[src/rtl/foccl_pkg.sv]
`timescale 1ns / 1ps
package foccl_pkg;

  // Input beat: one sample per PWM period
  typedef struct packed {
    logic signed [15:0] phase_a_current;
    logic signed [15:0] phase_b_current;
    logic        [15:0] rotor_angle;
    logic signed [15:0] d_current_target;
    logic signed [15:0] q_current_target;
  } in_beat_t;

  // Output beat
  typedef struct packed {
    logic        [15:0] compare_a;
    logic        [15:0] compare_b;
    logic        [15:0] compare_c;
    logic signed [15:0] d_current_measured;
    logic signed [15:0] q_current_measured;
    logic signed [15:0] d_voltage;
    logic signed [15:0] q_voltage;
  } out_beat_t;

  // Configuration registers
  typedef struct packed {
    logic [15:0] d_prop_gain;
    logic [15:0] d_integral_gain;
    logic [15:0] d_deriv_gain;
    logic [15:0] q_prop_gain;
    logic [15:0] q_integral_gain;
    logic [15:0] q_deriv_gain;
    logic [30:0] accumulator_limit;
    logic [14:0] voltage_limit;
  } cfg_t;

  localparam int CFG_DATA_W = 31;
  localparam int CFG_IDX_W  = 3;

  // Register indexes
  localparam logic [CFG_IDX_W-1:0] REG_D_PROP  = 3'd0;
  localparam logic [CFG_IDX_W-1:0] REG_D_INTEG = 3'd1;
  localparam logic [CFG_IDX_W-1:0] REG_D_DERIV = 3'd2;
  localparam logic [CFG_IDX_W-1:0] REG_Q_PROP  = 3'd3;
  localparam logic [CFG_IDX_W-1:0] REG_Q_INTEG = 3'd4;
  localparam logic [CFG_IDX_W-1:0] REG_Q_DERIV = 3'd5;
  localparam logic [CFG_IDX_W-1:0] REG_ACC_LIM = 3'd6;
  localparam logic [CFG_IDX_W-1:0] REG_V_LIM   = 3'd7;

  // Multiplier A operand selects
  localparam logic [3:0] A_IAB2    = 4'd0;
  localparam logic [3:0] A_IA      = 4'd1;
  localparam logic [3:0] A_BETA    = 4'd2;
  localparam logic [3:0] A_LAST_D  = 4'd3;
  localparam logic [3:0] A_SUM_D   = 4'd4;
  localparam logic [3:0] A_DIFF_D  = 4'd5;
  localparam logic [3:0] A_LAST_Q  = 4'd6;
  localparam logic [3:0] A_SUM_Q   = 4'd7;
  localparam logic [3:0] A_DIFF_Q  = 4'd8;
  localparam logic [3:0] A_VD      = 4'd9;
  localparam logic [3:0] A_VQ      = 4'd10;
  localparam logic [3:0] A_VALPHA  = 4'd11;
  localparam logic [3:0] A_VBETA   = 4'd12;
  localparam logic [3:0] A_DUTY_A  = 4'd13;
  localparam logic [3:0] A_DUTY_B  = 4'd14;
  localparam logic [3:0] A_DUTY_C  = 4'd15;

  // Multiplier B operand selects
  localparam logic [3:0] B_INV_SQ3 = 4'd0;
  localparam logic [3:0] B_COS     = 4'd1;
  localparam logic [3:0] B_SIN     = 4'd2;
  localparam logic [3:0] B_KP_D    = 4'd3;
  localparam logic [3:0] B_KI_D    = 4'd4;
  localparam logic [3:0] B_KD_D    = 4'd5;
  localparam logic [3:0] B_KP_Q    = 4'd6;
  localparam logic [3:0] B_KI_Q    = 4'd7;
  localparam logic [3:0] B_KD_Q    = 4'd8;
  localparam logic [3:0] B_HALF    = 4'd9;
  localparam logic [3:0] B_HALF_SQ3 = 4'd10;
  localparam logic [3:0] B_PERIOD  = 4'd11;

  // Writeback targets, taken from the accumulator or, for PREP, from the PID front end
  localparam logic [3:0] W_NONE    = 4'd0;
  localparam logic [3:0] W_BETA    = 4'd1;
  localparam logic [3:0] W_ID      = 4'd2;
  localparam logic [3:0] W_IQ      = 4'd3;
  localparam logic [3:0] W_PREP_D  = 4'd4;
  localparam logic [3:0] W_PREP_Q  = 4'd5;
  localparam logic [3:0] W_VD      = 4'd6;
  localparam logic [3:0] W_VQ      = 4'd7;
  localparam logic [3:0] W_VALPHA  = 4'd8;
  localparam logic [3:0] W_VBETA   = 4'd9;
  localparam logic [3:0] W_VB      = 4'd10;
  localparam logic [3:0] W_VC      = 4'd11;
  localparam logic [3:0] W_CMPA    = 4'd12;
  localparam logic [3:0] W_CMPB    = 4'd13;
  localparam logic [3:0] W_CMPC    = 4'd14;

  // Controller to datapath command
  typedef struct packed {
    logic       load_in;
    logic       load_out;
    logic       mac;
    logic       clr;
    logic       neg;
    logic       sh8;
    logic [3:0] a_sel;
    logic [3:0] b_sel;
    logic [3:0] wr;
  } cmd_t;

  // Fixed-point constants
  localparam logic signed [16:0] INV_SQRT3_Q15  = 17'sd18919;
  localparam logic signed [16:0] HALF_Q15       = 17'sd16384;
  localparam logic signed [16:0] HALF_SQRT3_Q15 = 17'sd28378;
  localparam logic signed [18:0] DUTY_MID       = 19'sd16384;
  localparam logic signed [18:0] DUTY_LOW       = 19'sd1638;
  localparam logic signed [18:0] DUTY_HIGH      = 19'sd31130;

  // Quarter-wave sine, round(32767*sin(k*pi/64))
  localparam logic [14:0] QUARTER_SINE [0:32] = '{
    15'd0,     15'd1608,  15'd3212,  15'd4808,  15'd6393,  15'd7962,  15'd9512,
    15'd11039, 15'd12539, 15'd14010, 15'd15446, 15'd16846, 15'd18204, 15'd19519,
    15'd20787, 15'd22005, 15'd23170, 15'd24279, 15'd25329, 15'd26319, 15'd27245,
    15'd28105, 15'd28898, 15'd29621, 15'd30273, 15'd30852, 15'd31356, 15'd31785,
    15'd32137, 15'd32412, 15'd32609, 15'd32728, 15'd32767
  };

endpackage

[src/rtl/foccl_regs.sv]
`timescale 1ns / 1ps
module foccl_regs (
  input  logic                                clk,
  input  logic                                rst,
  input  logic                                cfg_we,
  input  logic [foccl_pkg::CFG_IDX_W-1:0]     cfg_index,
  input  logic [foccl_pkg::CFG_DATA_W-1:0]    cfg_data,
  output foccl_pkg::cfg_t                     cfg
);
  import foccl_pkg::*;

  // Register file, each keeps its own width
  always_ff @(posedge clk) begin
    if (rst) begin
      cfg.d_prop_gain       <= 16'd256;
      cfg.d_integral_gain   <= 16'd0;
      cfg.d_deriv_gain      <= 16'd0;
      cfg.q_prop_gain       <= 16'd256;
      cfg.q_integral_gain   <= 16'd0;
      cfg.q_deriv_gain      <= 16'd0;
      cfg.accumulator_limit <= 31'h7FFF_FFFF;
      cfg.voltage_limit     <= 15'd32767;
    end else if (cfg_we) begin
      case (cfg_index)
        REG_D_PROP:  cfg.d_prop_gain       <= cfg_data[15:0];
        REG_D_INTEG: cfg.d_integral_gain   <= cfg_data[15:0];
        REG_D_DERIV: cfg.d_deriv_gain      <= cfg_data[15:0];
        REG_Q_PROP:  cfg.q_prop_gain       <= cfg_data[15:0];
        REG_Q_INTEG: cfg.q_integral_gain   <= cfg_data[15:0];
        REG_Q_DERIV: cfg.q_deriv_gain      <= cfg_data[15:0];
        REG_ACC_LIM: cfg.accumulator_limit <= cfg_data[30:0];
        REG_V_LIM:   cfg.voltage_limit     <= cfg_data[14:0];
        default: ;
      endcase
    end
  end

endmodule

[src/rtl/foccl_dp.sv]
`timescale 1ns / 1ps
module foccl_dp #(
  parameter int PWM_PERIOD_COUNTS = 4096,
  parameter int SINE_TABLE_BITS   = 8
) (
  input  logic                 clk,
  input  logic                 rst,
  input  foccl_pkg::cmd_t      cmd,
  input  foccl_pkg::cfg_t      cfg,
  input  foccl_pkg::in_beat_t  in_data,
  output foccl_pkg::out_beat_t out_data
);
  import foccl_pkg::*;

  localparam int QB = SINE_TABLE_BITS - 2;
  localparam logic [SINE_TABLE_BITS-1:0] QUARTER = {2'b01, {QB{1'b0}}};
  localparam logic signed [16:0] PERIOD = $signed(17'(PWM_PERIOD_COUNTS));

  // Interpolated quarter-wave lookup, position 0..QUARTER
  function automatic logic [15:0] quarter_lookup(input logic [QB:0] p);
    logic [15:0] f;
    logic [5:0]  i;
    logic [7:0]  fr;
    logic [14:0] lo;
    logic [14:0] hi;
    logic [19:0] t;
    f  = 16'(p) << (15 - SINE_TABLE_BITS);
    i  = f[13:8];
    fr = f[7:0];
    if (i >= 6'd32) begin
      return {1'b0, QUARTER_SINE[32]};
    end
    lo = QUARTER_SINE[i];
    hi = QUARTER_SINE[6'(i + 6'd1)];
    t  = 20'(hi - lo) * 20'(fr) + 20'd128;
    return 16'(lo) + 16'(t >> 8);
  endfunction

  function automatic logic signed [15:0] sine_at(input logic [SINE_TABLE_BITS-1:0] idx);
    logic [1:0]  quad;
    logic [QB:0] p;
    logic [15:0] m;
    quad = idx[SINE_TABLE_BITS-1 -: 2];
    p    = {1'b0, idx[QB-1:0]};
    if (quad[0]) begin
      p = QUARTER[QB:0] - p;
    end
    m = quarter_lookup(p);
    return quad[1] ? -$signed(m) : $signed(m);
  endfunction

  // duty = 0.5 + v, clamped to 0.05..0.95
  function automatic logic [14:0] duty_of(input logic signed [17:0] v);
    logic signed [18:0] t;
    t = 19'(v) + DUTY_MID;
    if (t < DUTY_LOW) begin
      t = DUTY_LOW;
    end else if (t > DUTY_HIGH) begin
      t = DUTY_HIGH;
    end
    return t[14:0];
  endfunction

  function automatic logic signed [15:0] sat16(input logic signed [57:0] v);
    if (v > 58'sd32767) begin
      return 16'sh7FFF;
    end else if (v < -58'sd32768) begin
      return 16'sh8000;
    end
    return v[15:0];
  endfunction

  // Working registers
  logic signed [15:0] ia, ib, d_ref, q_ref, sn, cs;
  logic signed [15:0] beta, id, iq, vd, vq;
  logic signed [31:0] sum_d, sum_q;
  logic signed [16:0] last_d, last_q;
  logic signed [17:0] diff_d, diff_q;
  logic signed [17:0] valpha, vbeta, vb, vc;
  logic        [15:0] cmp_a, cmp_b, cmp_c;
  logic signed [48:0] prod;
  logic signed [57:0] acc;
  logic               mac_q, clr_q, neg_q, sh8_q;

  logic [SINE_TABLE_BITS-1:0] angle_idx;
  logic signed [31:0] a_op;
  logic signed [16:0] b_op;
  logic signed [57:0] term;
  logic signed [57:0] r15, r16, vlim;
  logic signed [16:0] err;
  logic signed [32:0] sum_new, alim;

  assign angle_idx = in_data.rotor_angle[15 -: SINE_TABLE_BITS];

  // Operand select
  always_comb begin
    case (cmd.a_sel)
      A_IAB2:   a_op = 32'(ia) + (32'(ib) <<< 1);
      A_IA:     a_op = 32'(ia);
      A_BETA:   a_op = 32'(beta);
      A_LAST_D: a_op = 32'(last_d);
      A_SUM_D:  a_op = sum_d;
      A_DIFF_D: a_op = 32'(diff_d);
      A_LAST_Q: a_op = 32'(last_q);
      A_SUM_Q:  a_op = sum_q;
      A_DIFF_Q: a_op = 32'(diff_q);
      A_VD:     a_op = 32'(vd);
      A_VQ:     a_op = 32'(vq);
      A_VALPHA: a_op = 32'(valpha);
      A_VBETA:  a_op = 32'(vbeta);
      A_DUTY_A: a_op = $signed({17'd0, duty_of(valpha)});
      A_DUTY_B: a_op = $signed({17'd0, duty_of(vb)});
      A_DUTY_C: a_op = $signed({17'd0, duty_of(vc)});
      default:  a_op = '0;
    endcase
    case (cmd.b_sel)
      B_INV_SQ3:  b_op = INV_SQRT3_Q15;
      B_COS:      b_op = 17'(cs);
      B_SIN:      b_op = 17'(sn);
      B_KP_D:     b_op = $signed({1'b0, cfg.d_prop_gain});
      B_KI_D:     b_op = $signed({1'b0, cfg.d_integral_gain});
      B_KD_D:     b_op = $signed({1'b0, cfg.d_deriv_gain});
      B_KP_Q:     b_op = $signed({1'b0, cfg.q_prop_gain});
      B_KI_Q:     b_op = $signed({1'b0, cfg.q_integral_gain});
      B_KD_Q:     b_op = $signed({1'b0, cfg.q_deriv_gain});
      B_HALF:     b_op = HALF_Q15;
      B_HALF_SQ3: b_op = HALF_SQRT3_Q15;
      B_PERIOD:   b_op = PERIOD;
      default:    b_op = '0;
    endcase
  end

  // Accumulator term, scaled and signed
  always_comb begin
    term = sh8_q ? (58'(prod) <<< 8) : 58'(prod);
    if (neg_q) begin
      term = -term;
    end
  end

  // Rounded views of the accumulator
  assign r15  = (acc + 58'sd16384) >>> 15;
  assign r16  = (acc + 58'sd32768) >>> 16;
  assign vlim = $signed({43'd0, cfg.voltage_limit});
  assign alim = $signed({2'b00, cfg.accumulator_limit});

  // PID front end: error and clamped sum for the loop being prepared
  always_comb begin
    if (cmd.wr == W_PREP_Q) begin
      err     = 17'(q_ref) - 17'(iq);
      sum_new = 33'(sum_q) + 33'(err);
    end else begin
      err     = 17'(d_ref) - 17'(id);
      sum_new = 33'(sum_d) + 33'(err);
    end
    if (sum_new > alim) begin
      sum_new = alim;
    end else if (sum_new < -alim) begin
      sum_new = -alim;
    end
  end

  // Shared multiplier and accumulator
  always_ff @(posedge clk) begin
    prod  <= 49'(a_op) * 49'(b_op);
    mac_q <= cmd.mac;
    clr_q <= cmd.clr;
    neg_q <= cmd.neg;
    sh8_q <= cmd.sh8;
    if (mac_q) begin
      acc <= (clr_q ? 58'sd0 : acc) + term;
    end
  end

  // Input capture and sine/cosine lookup
  always_ff @(posedge clk) begin
    if (cmd.load_in) begin
      ia    <= in_data.phase_a_current;
      ib    <= in_data.phase_b_current;
      d_ref <= in_data.d_current_target;
      q_ref <= in_data.q_current_target;
      sn    <= sine_at(angle_idx);
      cs    <= sine_at(angle_idx + QUARTER);
    end
  end

  // Writeback from the accumulator and the PID front end; loop state clears on reset
  always_ff @(posedge clk) begin
    if (rst) begin
      sum_d  <= '0;
      sum_q  <= '0;
      last_d <= '0;
      last_q <= '0;
    end else begin
      case (cmd.wr)
        W_BETA:   beta <= sat16(r15);
        W_ID:     id   <= sat16(r15);
        W_IQ:     iq   <= sat16(r15);
        W_PREP_D: begin
          sum_d  <= sum_new[31:0];
          diff_d <= 18'(err) - 18'(last_d);
          last_d <= err;
        end
        W_PREP_Q: begin
          sum_q  <= sum_new[31:0];
          diff_q <= 18'(err) - 18'(last_q);
          last_q <= err;
        end
        W_VD: begin
          if (r16 > vlim) begin
            vd <= vlim[15:0];
          end else if (r16 < -vlim) begin
            vd <= 16'(-vlim);
          end else begin
            vd <= r16[15:0];
          end
        end
        W_VQ: begin
          if (r16 > vlim) begin
            vq <= vlim[15:0];
          end else if (r16 < -vlim) begin
            vq <= 16'(-vlim);
          end else begin
            vq <= r16[15:0];
          end
        end
        W_VALPHA: valpha <= r15[17:0];
        W_VBETA:  vbeta  <= r15[17:0];
        W_VB:     vb     <= r15[17:0];
        W_VC:     vc     <= r15[17:0];
        W_CMPA:   cmp_a  <= acc[30:15];
        W_CMPB:   cmp_b  <= acc[30:15];
        W_CMPC:   cmp_c  <= acc[30:15];
        default: ;
      endcase
    end
  end

  // Output register
  always_ff @(posedge clk) begin
    if (cmd.load_out) begin
      out_data.compare_a          <= cmp_a;
      out_data.compare_b          <= cmp_b;
      out_data.compare_c          <= cmp_c;
      out_data.d_current_measured <= id;
      out_data.q_current_measured <= iq;
      out_data.d_voltage          <= vd;
      out_data.q_voltage          <= vq;
    end
  end

endmodule

[src/rtl/foccl_ctrl.sv]
`timescale 1ns / 1ps
module foccl_ctrl (
  input  logic            clk,
  input  logic            rst,
  input  logic            in_valid,
  output logic            in_stall,
  output logic            out_valid,
  input  logic            out_stall,
  output foccl_pkg::cmd_t cmd
);
  import foccl_pkg::*;

  localparam logic [1:0] ST_IDLE = 2'd0;
  localparam logic [1:0] ST_RUN  = 2'd1;
  localparam logic [1:0] ST_FIN  = 2'd2;
  localparam logic [4:0] LAST_STEP = 5'd31;

  logic [1:0] state;
  logic [4:0] step;

  function automatic cmd_t mul_op(input logic [3:0] a, input logic [3:0] b,
                                  input logic clr, input logic neg, input logic sh8);
    cmd_t c;
    c       = '0;
    c.mac   = 1'b1;
    c.clr   = clr;
    c.neg   = neg;
    c.sh8   = sh8;
    c.a_sel = a;
    c.b_sel = b;
    return c;
  endfunction

  assign in_stall = (state != ST_IDLE);

  // Microsequence: each product passes through the prod register, then into acc, before a step writes it back
  always_comb begin
    cmd = '0;
    if (state == ST_RUN) begin
      case (step)
        5'd0:  cmd = mul_op(A_IAB2, B_INV_SQ3, 1'b1, 1'b0, 1'b0);
        5'd2:  cmd.wr = W_BETA;
        5'd3:  cmd = mul_op(A_IA, B_COS, 1'b1, 1'b0, 1'b0);
        5'd4:  cmd = mul_op(A_BETA, B_SIN, 1'b0, 1'b0, 1'b0);
        5'd5:  cmd = mul_op(A_BETA, B_COS, 1'b1, 1'b0, 1'b0);
        5'd6: begin
          cmd    = mul_op(A_IA, B_SIN, 1'b0, 1'b1, 1'b0);
          cmd.wr = W_ID;
        end
        5'd7:  cmd.wr = W_PREP_D;
        5'd8: begin
          cmd    = mul_op(A_LAST_D, B_KP_D, 1'b1, 1'b0, 1'b1);
          cmd.wr = W_IQ;
        end
        5'd9: begin
          cmd    = mul_op(A_SUM_D, B_KI_D, 1'b0, 1'b0, 1'b0);
          cmd.wr = W_PREP_Q;
        end
        5'd10: cmd = mul_op(A_DIFF_D, B_KD_D, 1'b0, 1'b0, 1'b1);
        5'd11: cmd = mul_op(A_LAST_Q, B_KP_Q, 1'b1, 1'b0, 1'b1);
        5'd12: begin
          cmd    = mul_op(A_SUM_Q, B_KI_Q, 1'b0, 1'b0, 1'b0);
          cmd.wr = W_VD;
        end
        5'd13: cmd = mul_op(A_DIFF_Q, B_KD_Q, 1'b0, 1'b0, 1'b1);
        5'd15: cmd.wr = W_VQ;
        5'd16: cmd = mul_op(A_VD, B_COS, 1'b1, 1'b0, 1'b0);
        5'd17: cmd = mul_op(A_VQ, B_SIN, 1'b0, 1'b1, 1'b0);
        5'd18: cmd = mul_op(A_VD, B_SIN, 1'b1, 1'b0, 1'b0);
        5'd19: begin
          cmd    = mul_op(A_VQ, B_COS, 1'b0, 1'b0, 1'b0);
          cmd.wr = W_VALPHA;
        end
        5'd21: cmd.wr = W_VBETA;
        5'd22: cmd = mul_op(A_VALPHA, B_HALF, 1'b1, 1'b1, 1'b0);
        5'd23: cmd = mul_op(A_VBETA, B_HALF_SQ3, 1'b0, 1'b0, 1'b0);
        5'd24: cmd = mul_op(A_VALPHA, B_HALF, 1'b1, 1'b1, 1'b0);
        5'd25: begin
          cmd    = mul_op(A_VBETA, B_HALF_SQ3, 1'b0, 1'b1, 1'b0);
          cmd.wr = W_VB;
        end
        5'd26: cmd = mul_op(A_DUTY_A, B_PERIOD, 1'b1, 1'b0, 1'b0);
        5'd27: cmd.wr = W_VC;
        5'd28: begin
          cmd    = mul_op(A_DUTY_B, B_PERIOD, 1'b1, 1'b0, 1'b0);
          cmd.wr = W_CMPA;
        end
        5'd29: cmd = mul_op(A_DUTY_C, B_PERIOD, 1'b1, 1'b0, 1'b0);
        5'd30: cmd.wr = W_CMPB;
        5'd31: cmd.wr = W_CMPC;
        default: ;
      endcase
    end
    cmd.load_in  = in_valid && !in_stall;
    cmd.load_out = (state == ST_FIN) && (!out_valid || !out_stall);
  end

  // State, step counter and output valid
  always_ff @(posedge clk) begin
    if (rst) begin
      state     <= ST_IDLE;
      step      <= '0;
      out_valid <= 1'b0;
    end else begin
      case (state)
        ST_IDLE: begin
          if (cmd.load_in) begin
            state <= ST_RUN;
            step  <= '0;
          end
        end
        ST_RUN: begin
          step <= step + 5'd1;
          if (step == LAST_STEP) begin
            state <= ST_FIN;
          end
        end
        ST_FIN: begin
          if (cmd.load_out) begin
            state <= ST_IDLE;
          end
        end
        default: state <= ST_IDLE;
      endcase
      if (cmd.load_out) begin
        out_valid <= 1'b1;
      end else if (!out_stall) begin
        out_valid <= 1'b0;
      end
    end
  end

  a_accept_starts: assert property (@(posedge clk) disable iff (rst)
    (in_valid && !in_stall) |=> (state == ST_RUN && step == 5'd0))
    else $error("accepted beat did not start the sequence");

  a_run_ends: assert property (@(posedge clk) disable iff (rst)
    (state == ST_RUN && step == LAST_STEP) |=> (state == ST_FIN))
    else $error("sequence did not finish after last step");

  a_valid_from_fin: assert property (@(posedge clk) disable iff (rst)
    $rose(out_valid) |-> ($past(state) == ST_FIN))
    else $error("result raised outside finish state");

  a_no_overwrite: assert property (@(posedge clk) disable iff (rst)
    (state == ST_FIN && out_valid && out_stall) |=> (state == ST_FIN))
    else $error("pending result overwritten");

endmodule

[src/rtl/foc_current_loop_core.sv]
`timescale 1ns / 1ps
// in_stall is high from an accepted beat until its result is loaded into the output register;
// a single shared 32x17 multiplier runs the 32-step sequence in between.
// A new beat is accepted while the previous result still waits in the output register.
// Reset (rst, synchronous, active high) restores register defaults, clears both
// error sums and last errors, and drops out_valid.
module foc_current_loop_core #(
  parameter int PWM_PERIOD_COUNTS = 4096,
  parameter int SINE_TABLE_BITS   = 8
) (
  input  logic                             clk,
  input  logic                             rst,
  input  logic                             in_valid,
  output logic                             in_stall,
  input  foccl_pkg::in_beat_t              in_data,
  output logic                             out_valid,
  input  logic                             out_stall,
  output foccl_pkg::out_beat_t             out_data,
  input  logic                             cfg_we,
  input  logic [foccl_pkg::CFG_IDX_W-1:0]  cfg_index,
  input  logic [foccl_pkg::CFG_DATA_W-1:0] cfg_data
);
  import foccl_pkg::*;

  cfg_t cfg;
  cmd_t cmd;

  foccl_regs u_regs (
    .clk       (clk),
    .rst       (rst),
    .cfg_we    (cfg_we),
    .cfg_index (cfg_index),
    .cfg_data  (cfg_data),
    .cfg       (cfg)
  );

  foccl_ctrl u_ctrl (
    .clk       (clk),
    .rst       (rst),
    .in_valid  (in_valid),
    .in_stall  (in_stall),
    .out_valid (out_valid),
    .out_stall (out_stall),
    .cmd       (cmd)
  );

  foccl_dp #(
    .PWM_PERIOD_COUNTS (PWM_PERIOD_COUNTS),
    .SINE_TABLE_BITS   (SINE_TABLE_BITS)
  ) u_dp (
    .clk      (clk),
    .rst      (rst),
    .cmd      (cmd),
    .cfg      (cfg),
    .in_data  (in_data),
    .out_data (out_data)
  );

endmodule

[config.mk]
export PLATFORM = sky130hd
export DESIGN_NAME = foc_current_loop_core
export DESIGN_NICKNAME = d
export VERILOG_FILES = /design/src/rtl/foccl_pkg.sv /design/src/rtl/foccl_regs.sv /design/src/rtl/foccl_dp.sv /design/src/rtl/foccl_ctrl.sv /design/src/rtl/foc_current_loop_core.sv
export SDC_FILE = /design/constraint.sdc
export NUM_CORES = 2
export LEC_CHECK = 0
export ABC_AREA = 1
export BUFFER_PORTS_ARGS = -buffer_cell sky130_fd_sc_hd__buf_2
export CAP_MARGIN = 40
export CORE_MARGIN = 1.5
export CORE_UTILIZATION = 35
export DETAILED_ROUTE_END_ITERATION = 8
export GPL_ROUTABILITY_DRIVEN = 0
export SLEW_MARGIN = 10
export SYNTH_ARGS = -nofsm -noshare
export SYNTH_HDL_FRONTEND = slang
export SYNTH_HIERARCHICAL = 1
export SYNTH_SLANG_ARGS = --single-unit
[constraint.sdc]
create_clock -name clk -period 24.8 [get_ports clk]
set_input_delay 4.96 -clock clk [delete_from_list [all_inputs] [get_ports clk]]
set_output_delay 4.96 -clock clk [all_outputs]
set_load 0.02 [all_outputs]
# Yosys cells after proc, flatten, opt, wreduce, memory -nomap -nowiden
# Memories as Yosys holds them, arrays and structs flattened.
# Index checks and enable logic that the tools add are counted.
# W data, S select, Z words.
dict set report op_classes {
  n_div 0
  reduce_logical 38
  multipliers 3
  n_shift 0
  n_eq_ne 81
  n_bitwise 5
  n_addsub 30
  mux 65
  magnitude_cmp 18
}
# op count
set op_table {}
lappend op_table {{$pmux W32 S16} 1}
lappend op_table {{$pmux W12 S21} 1}
lappend op_table {{$mux W16} 15}
lappend op_table {{$mux W15} 14}
lappend op_table {{$pmux W17 S12} 1}
lappend op_table {{$mux W58} 2}
lappend op_table {{$eq A4 B4 Y1 const B} 19}
lappend op_table {{$eq A5 B5 Y1 const B} 15}
lappend op_table {{$add A32 B17 Y33} 2}
lappend op_table {{$mux W32} 2}
lappend op_table {{$add A58 B16 Y58 const B} 1}
lappend op_table {{$add A58 B17 Y58 const B} 1}
lappend op_table {{$add A58 B58 Y58} 1}
lappend op_table {{$lt A42 B58 Y1} 1}
lappend op_table {{$neg A15 Y58} 1}
lappend op_table {{$neg A57 Y58} 1}
lappend op_table {{$add A18 B16 Y19 const B} 3}
lappend op_table {{$gt A19 B16 Y1 const B} 3}
lappend op_table {{$lt A19 B12 Y1 const B} 3}
lappend op_table {{$mux W56} 1}
lappend op_table {{$pmux W4 S14} 1}
lappend op_table {{$mul A32 B17 Y49} 1}
lappend op_table {{$eq A4 B3 Y1 const B} 12}
lappend op_table {{$reduce_and A2 Y1} 23}
lappend op_table {{other kinds (53)} 115}
dict set report word_totals {
  ramBits 0
  reg_bits 803
  word_cells 292
  memories 4
  latchBits 0
  inputBits 119
  romBits 3840
  output_inout_bits 114
}
# memory depth word_bits read_ports rd_clocked_by_memory_dff write_ports line
set memory_table {}
lappend memory_table {{(no name shown)} 64 15 1 0 0 foccl_dp.sv:33} ;# lo = QUARTER_SINE[i];
lappend memory_table {{(no name shown)} 64 15 1 0 0 foccl_dp.sv:34} ;# hi = QUARTER_SINE[6'(i + 6'd1)];
lappend memory_table {{(no name shown)} 64 15 1 0 0 foccl_dp.sv:33}
lappend memory_table {{(no name shown)} 64 15 1 0 0 foccl_dp.sv:34}

# Longest topological paths before layout
dict set report depth {
  word_depth 17
  depth_mapped 49
  mapped_depth_nobuf 48
}

# Cells and area by module
# Netlist, hierarchy kept.
# module cells_per_inst seq_area_each_um2 area_each_um2 n_inst
set modules_own_cells {}
lappend modules_own_cells {foccl_dp 9446 18097.4 71259.6 1}
lappend modules_own_cells {foccl_regs 752 2842.7 5421.4 1}
lappend modules_own_cells {foccl_ctrl 185 160.2 1068.5 1}

# Worst setup path after synthesis
# Ideal clock, no wire load.
dict set report synth_timing {
  kind {input to register}
  from {input in_data[40] in the netlist's numbering}
  to {register u_dp.sn[15], data pin}
  path_buffers 2
  t_required_ns 24.547
  path_slack_ns 13.444
  path_stages 44
  arrival_time_ns 11.103
  setup_ns 0.253
  path_cell_list {inv_2 > ha_1 > xor2_1 > nand2_1 > o21ai_2 > inv_1 > ha_1 > inv_1 > ha_1 > clkbuf_1 > inv_1 > clkbuf_1 > o21ai_0 > a21oi_1 > o21ai_0 > nor3b_1 > ha_1 > inv_1 > [8 not listed] > nor3b_1 > nand2_1 > nor2_1 > xnor2_1 > inv_1 > ha_1 > inv_1 > o21ai_0 > a31oi_1 > nand3_1 > a21oi_1 > o21ai_0 > nor2_1 > nand4_1 > nand2_1 > nand2_1 > nand2_1 > nand2_1}
}
dict set report synth_between {
  elab_chain_len 16
  elab_cells_between_ends 23
  cone_classes {add/sub: 6; mul: 1; order compare: 1; mux: 11; bitwise: 2; memory: 2}
}
# item line
set synth_lines {}
lappend synth_lines {{start: declaration} foc_current_loop_core.sv:15} ;# input foccl_pkg::in_beat_t in_data,
lappend synth_lines {{$sub A7 B6 Y7} foccl_dp.sv:46} ;# p = QUARTER[QB:0] - p;
lappend synth_lines {{$mux W7 (*)} foccl_dp.sv:45} ;# if (quad[0]) begin
lappend synth_lines {{$mux W7 (*)} foccl_dp.sv:177} ;# if (cmd.load_in) begin
lappend synth_lines {{$add A6 B1 Y6} foccl_dp.sv:34}
lappend synth_lines {{$not A6 Y7 (implied by the code)} foccl_dp.sv:34}
lappend synth_lines {{$mem_v2 Z64 W15} n/a}
lappend synth_lines {{$mux W15 (implied by the code) (2 in series)} foccl_dp.sv:34}
lappend synth_lines {{$sub A15 B15 Y16} foccl_dp.sv:35} ;# t = 20'(hi - lo) * 20'(fr) + 20'd128;
lappend synth_lines {{$mul A20 B1 Y13} foccl_dp.sv:35}
lappend synth_lines {{$add A20 B8 Y20} foccl_dp.sv:35}
lappend synth_lines {{$add A15 B12 Y16} foccl_dp.sv:36} ;# return 16'(lo) + 16'(t >> 8);
lappend synth_lines {{$mux W16 (*)} foccl_dp.sv:33}
lappend synth_lines {{$mux W16 (*)} foccl_dp.sv:177}
lappend synth_lines {{$neg A16 Y16} foccl_dp.sv:49} ;# return quad[1] ? -$signed(m) : $signed(m);
lappend synth_lines {{$mux W16 (*)} foccl_dp.sv:49}
lappend synth_lines {{end signal: assignment} foccl_dp.sv:182} ;# sn <= sine_at(angle_idx);
lappend synth_lines {{end: declaration} foccl_dp.sv:74} ;# logic signed [15:0] ia, ib, d_ref, q_ref, sn, cs;
# Every way passes the cells marked *; elsewhere a longest branch is shown, timed or not. The select of a mux whose other input is x is not followed.
# A chain may end at the register's enable or synchronous reset.

# Worst setup path after layout
# Ends and elaborated chain as after synthesis.

==> results.json <==
{
  "path_depth": 44,
  "antenna_found_initial": 15,
  "r2r_end": "u_dp/prod[40]",
  "critPathMaxFanout": 23,
  "hold_viol_final": 0,
  "dp.cells": 13422,
  "firstDrtPassIters": 9,
  "rows": 172,
  "ant_nets": 0,
  "setup_tns_ns": 0,
  "wl_met2_um": 125900,
  "cp.arrival_ns": 13.36,
  "grt_overflow": 0,
  "avgSynthCellArea_um2": 7.488,
  "r2r_slack_ns": 13.65,
  "r2r-start": "u_ctrl/step[0]",
  "max_stage_delay_ns": 0.52,
  "fillers": 22642,
  "grt_use_total_pct": 24.64,
  "layout_common_cells": "nand2_1 (2086), inv_1 (1734), nor2_1 (1239), nand3_1 (662), a21oi_1 (588)",
  "status": "complete, no violations",
  "cp.required_ns": 25.29,
  "cts_buffer_depth": 3,
  "ys_warn_count": 6,
  "ys_seq_elements": 803,
  "grt_pass1_vias": 70578,
  "ios": 233,
  "drt_iter0_drc": 7984,
  "synth.area.top_cells": "edfxtp_1 (19%), fa_1 (14%), nand2_1 (10%), ha_1 (8.7%), inv_1 (8.4%)",
  "fin_cells": 13595,
  "synth_flop_cell": "edfxtp_1",
  "dr_total_vias": 73125,
  "fin_crit_ns": 12.87,
  "tightest_slew_ns": 0.9940,
  "htree_levels": 3,
  "drv_slew": 0,
  "numClockSinks": 803,
  "max_slew_margin_pct": 33.51,
  "tritoncts": "yes",
  "die_y_um": 474.3,
  "cp-start-kind": "input pin",
  "cp_num_buf_inv": 10,
  "final_common_cell": "nand2_1",
  "synth_top_area_cell": "edfxtp_1",
  "port_buffers": 224,
  "synthCells": 10383,
  "layout_worst_path_cycle_share_pct": 51.91,
  "routedWlPerCell_um": 20.78,
  "wl_met3_um": 23540,
  "wirelength_um": 282500,
  "dp_hpwl_um": 226800,
  "cts_buffers": 89,
  "rsz0062_at_grt": "no",
  "grt_max_degree": 74,
  "clkTransAtPathRegs_ns": 0.06,
  "drt-met1-wl_um": 114200,
  "top_layer": "met5",
  "seq_area_frac_synth_pct": 27.14,
  "post-cts-setup-buffers": 0,
  "startpoint": "in_data[40]",
  "areaGrowthSynthToFinish_pct": 10.10,
  "netlist_area_um2": 77750,
  "grt_pass1_wl_um": 424700,
  "drc_errors": 0,
  "path_class": "input pin to register",
  "skew_ns": 0.04125,
  "worstSetupEndpointType": "register",
  "worstSkewPairLatency_ns": 0.75,
  "synth.distinct_cells": 73,
  "setup_viol": 0,
  "fp.dieArea_um2": 225000,
  "vias_per_cell": 5.379,
  "slowest_stage": "ha_1",
  "core-area_um2": 220200,
  "synth_nets": 11573,
  "cap_violations": 0,
  "finalNetCount": 11747,
  "cp-endpoint": "u_dp/sn[15]",
  "die_w_um": 474.3,
  "async_flop_share_pct": 0,
  "initial_core_util_pct": 35.32,
  "cts-resized-gates": 0,
  "fmax_ghz": 0.07768,
  "cts_root_buffer": "clkbuf_16",
  "synth_edf_count": 502,
  "hold_class": "register to register",
  "critPathTopFamily": "simple AND/OR/NAND/NOR gates",
  "layout-drive-gt1-share_pct": 6.264,
  "reg2regPathDepth": 39,
  "hold_buffers": 0,
  "synth_top_area_share_pct": 19.39,
  "crit_path_frequent_cell": "nand2_1"
}
-- worst reg2reg max path, delay by kind of cell (launching register included) --
family                   cells  cell delay (ns)
adder cells (fa/ha/maj)      8             3.85
buffers and inverters        9             1.16
AO/OA/AOI/OAI                9             3.21
AND/OR/NAND/NOR             13             2.47
flip-flops                   1             0.34
-- cell usage after synthesis (all sizes together), types with 9 or more instances --
cell and n:
nand3b 25, nor2 1291, or2 38, fa 533, clkbuf 169, o31ai 9, a22o 26, o2111ai 11
xor2 273, o21ai 474, a21o 43, edfxtp 502, o221ai 20, nor3 298, inv 1752, a31oi 47
ha 538, dfxtp 301, a211oi 26, buf 107, a21oi 595, xnor2 102, a21boi 19, nand4 133
o211ai 41, a32o 15, a221oi 43, clkinv 11, nand3 666, o21bai 34, nand2 2114, o22ai 20
o21a 24, nor4 43
-- worst min path at each step --
stage | from | slack, ns | to | cells after the start
detailed placement | u_dp/cmp_a[14] | 0.40 | u_dp/out_data[110] | 0
global route | u_dp/cmp_a[0] | 0.42 | u_dp/out_data[96] | 0
floorplan | u_dp/cmp_a[4] | 0.40 | u_dp/out_data[100] | 0
global placement | u_dp/cmp_c[6] | 0.40 | u_dp/out_data[70] | 0
finish | u_dp/cmp_b[3] | 0.41 | u_dp/out_data[83] | 0
CTS | u_dp/cmp_b[3] | 0.41 | u_dp/out_data[83] | 0
-- through the flow --
step | utilization, % | setup slack (ns) | area (um^2) | hold WS [ns]
3_5_place_dp | 37.52 | 11.39 | 82600 | 0.4045
6_report | 38.88 | 11.93 | 85600 | 0.4144
3_3_place_gp | 37.40 | 11.36 | 82340 | 0.4018
5_1_grt | 38.88 | 11.10 | 85590 | 0.4238
2_1_floorplan | - | 13.44 | 77750 | 0.4003
4_1_cts | 38.86 | 12.13 | 85560 | 0.4094
-- area by class of cell --
cell class	count	area [um^2]	area share, %
Multi-Input combinational cell	7541	48950	57.18
Clock buffer	122	2464	2.878
Tap cell	2958	3701	4.323
Clock inverter	45	501.7	0.5861
Antenna cell	4	10.01	0.01169
Sequential cell	803	21100	24.65
Inverter	1763	6624	7.738
Timing Repair Buffer	359	2251	2.629
-- flip-flops by register name, summed over array words and instances, names as in the netlist, 17 cells and up --
| signal | flops |
|---|---|
| u_dp/prod | 49 |
| u_dp/last_q | 17 |
| u_dp/vbeta | 18 |
| u_regs/cfg | 142 |
| u_dp/diff_q | 18 |
| u_dp/last_d | 17 |
| u_dp/acc | 58 |
| u_dp/sum_d | 32 |
| u_dp/diff_d | 18 |
| u_dp/sum_q | 32 |
| u_dp/vc | 18 |
| u_dp/valpha | 18 |
| u_dp/vb | 18 |
| u_dp/out_data | 112 |
-- cell families (layout without fill, tap and decap cells) --
family,count (synthesis),in the layout,synth area share (%)
other,0,4,0
AND/OR/NAND/NOR,4631,4631,25.33
XOR/XNOR,375,375,4.224
multiplexers,2,2,0.02575
adder cells (fa/ha/maj),1071,1071,22.38
AO/OA/AOI/OAI,1462,1462,10.83
flip-flops,803,803,27.14
buffers and inverters,2039,2289,10.07
-- routing by layer --
metal	global-route usage [%]	vias to the layer above
met2	39.45	3588
met4	14.30	6
li1	-	34031
met3	3.493	743
met5	0	-
met1	31.65	34757
Power is not shown: default switching activity piles up to over one toggle a cycle in this logic, so the estimate is an artifact.
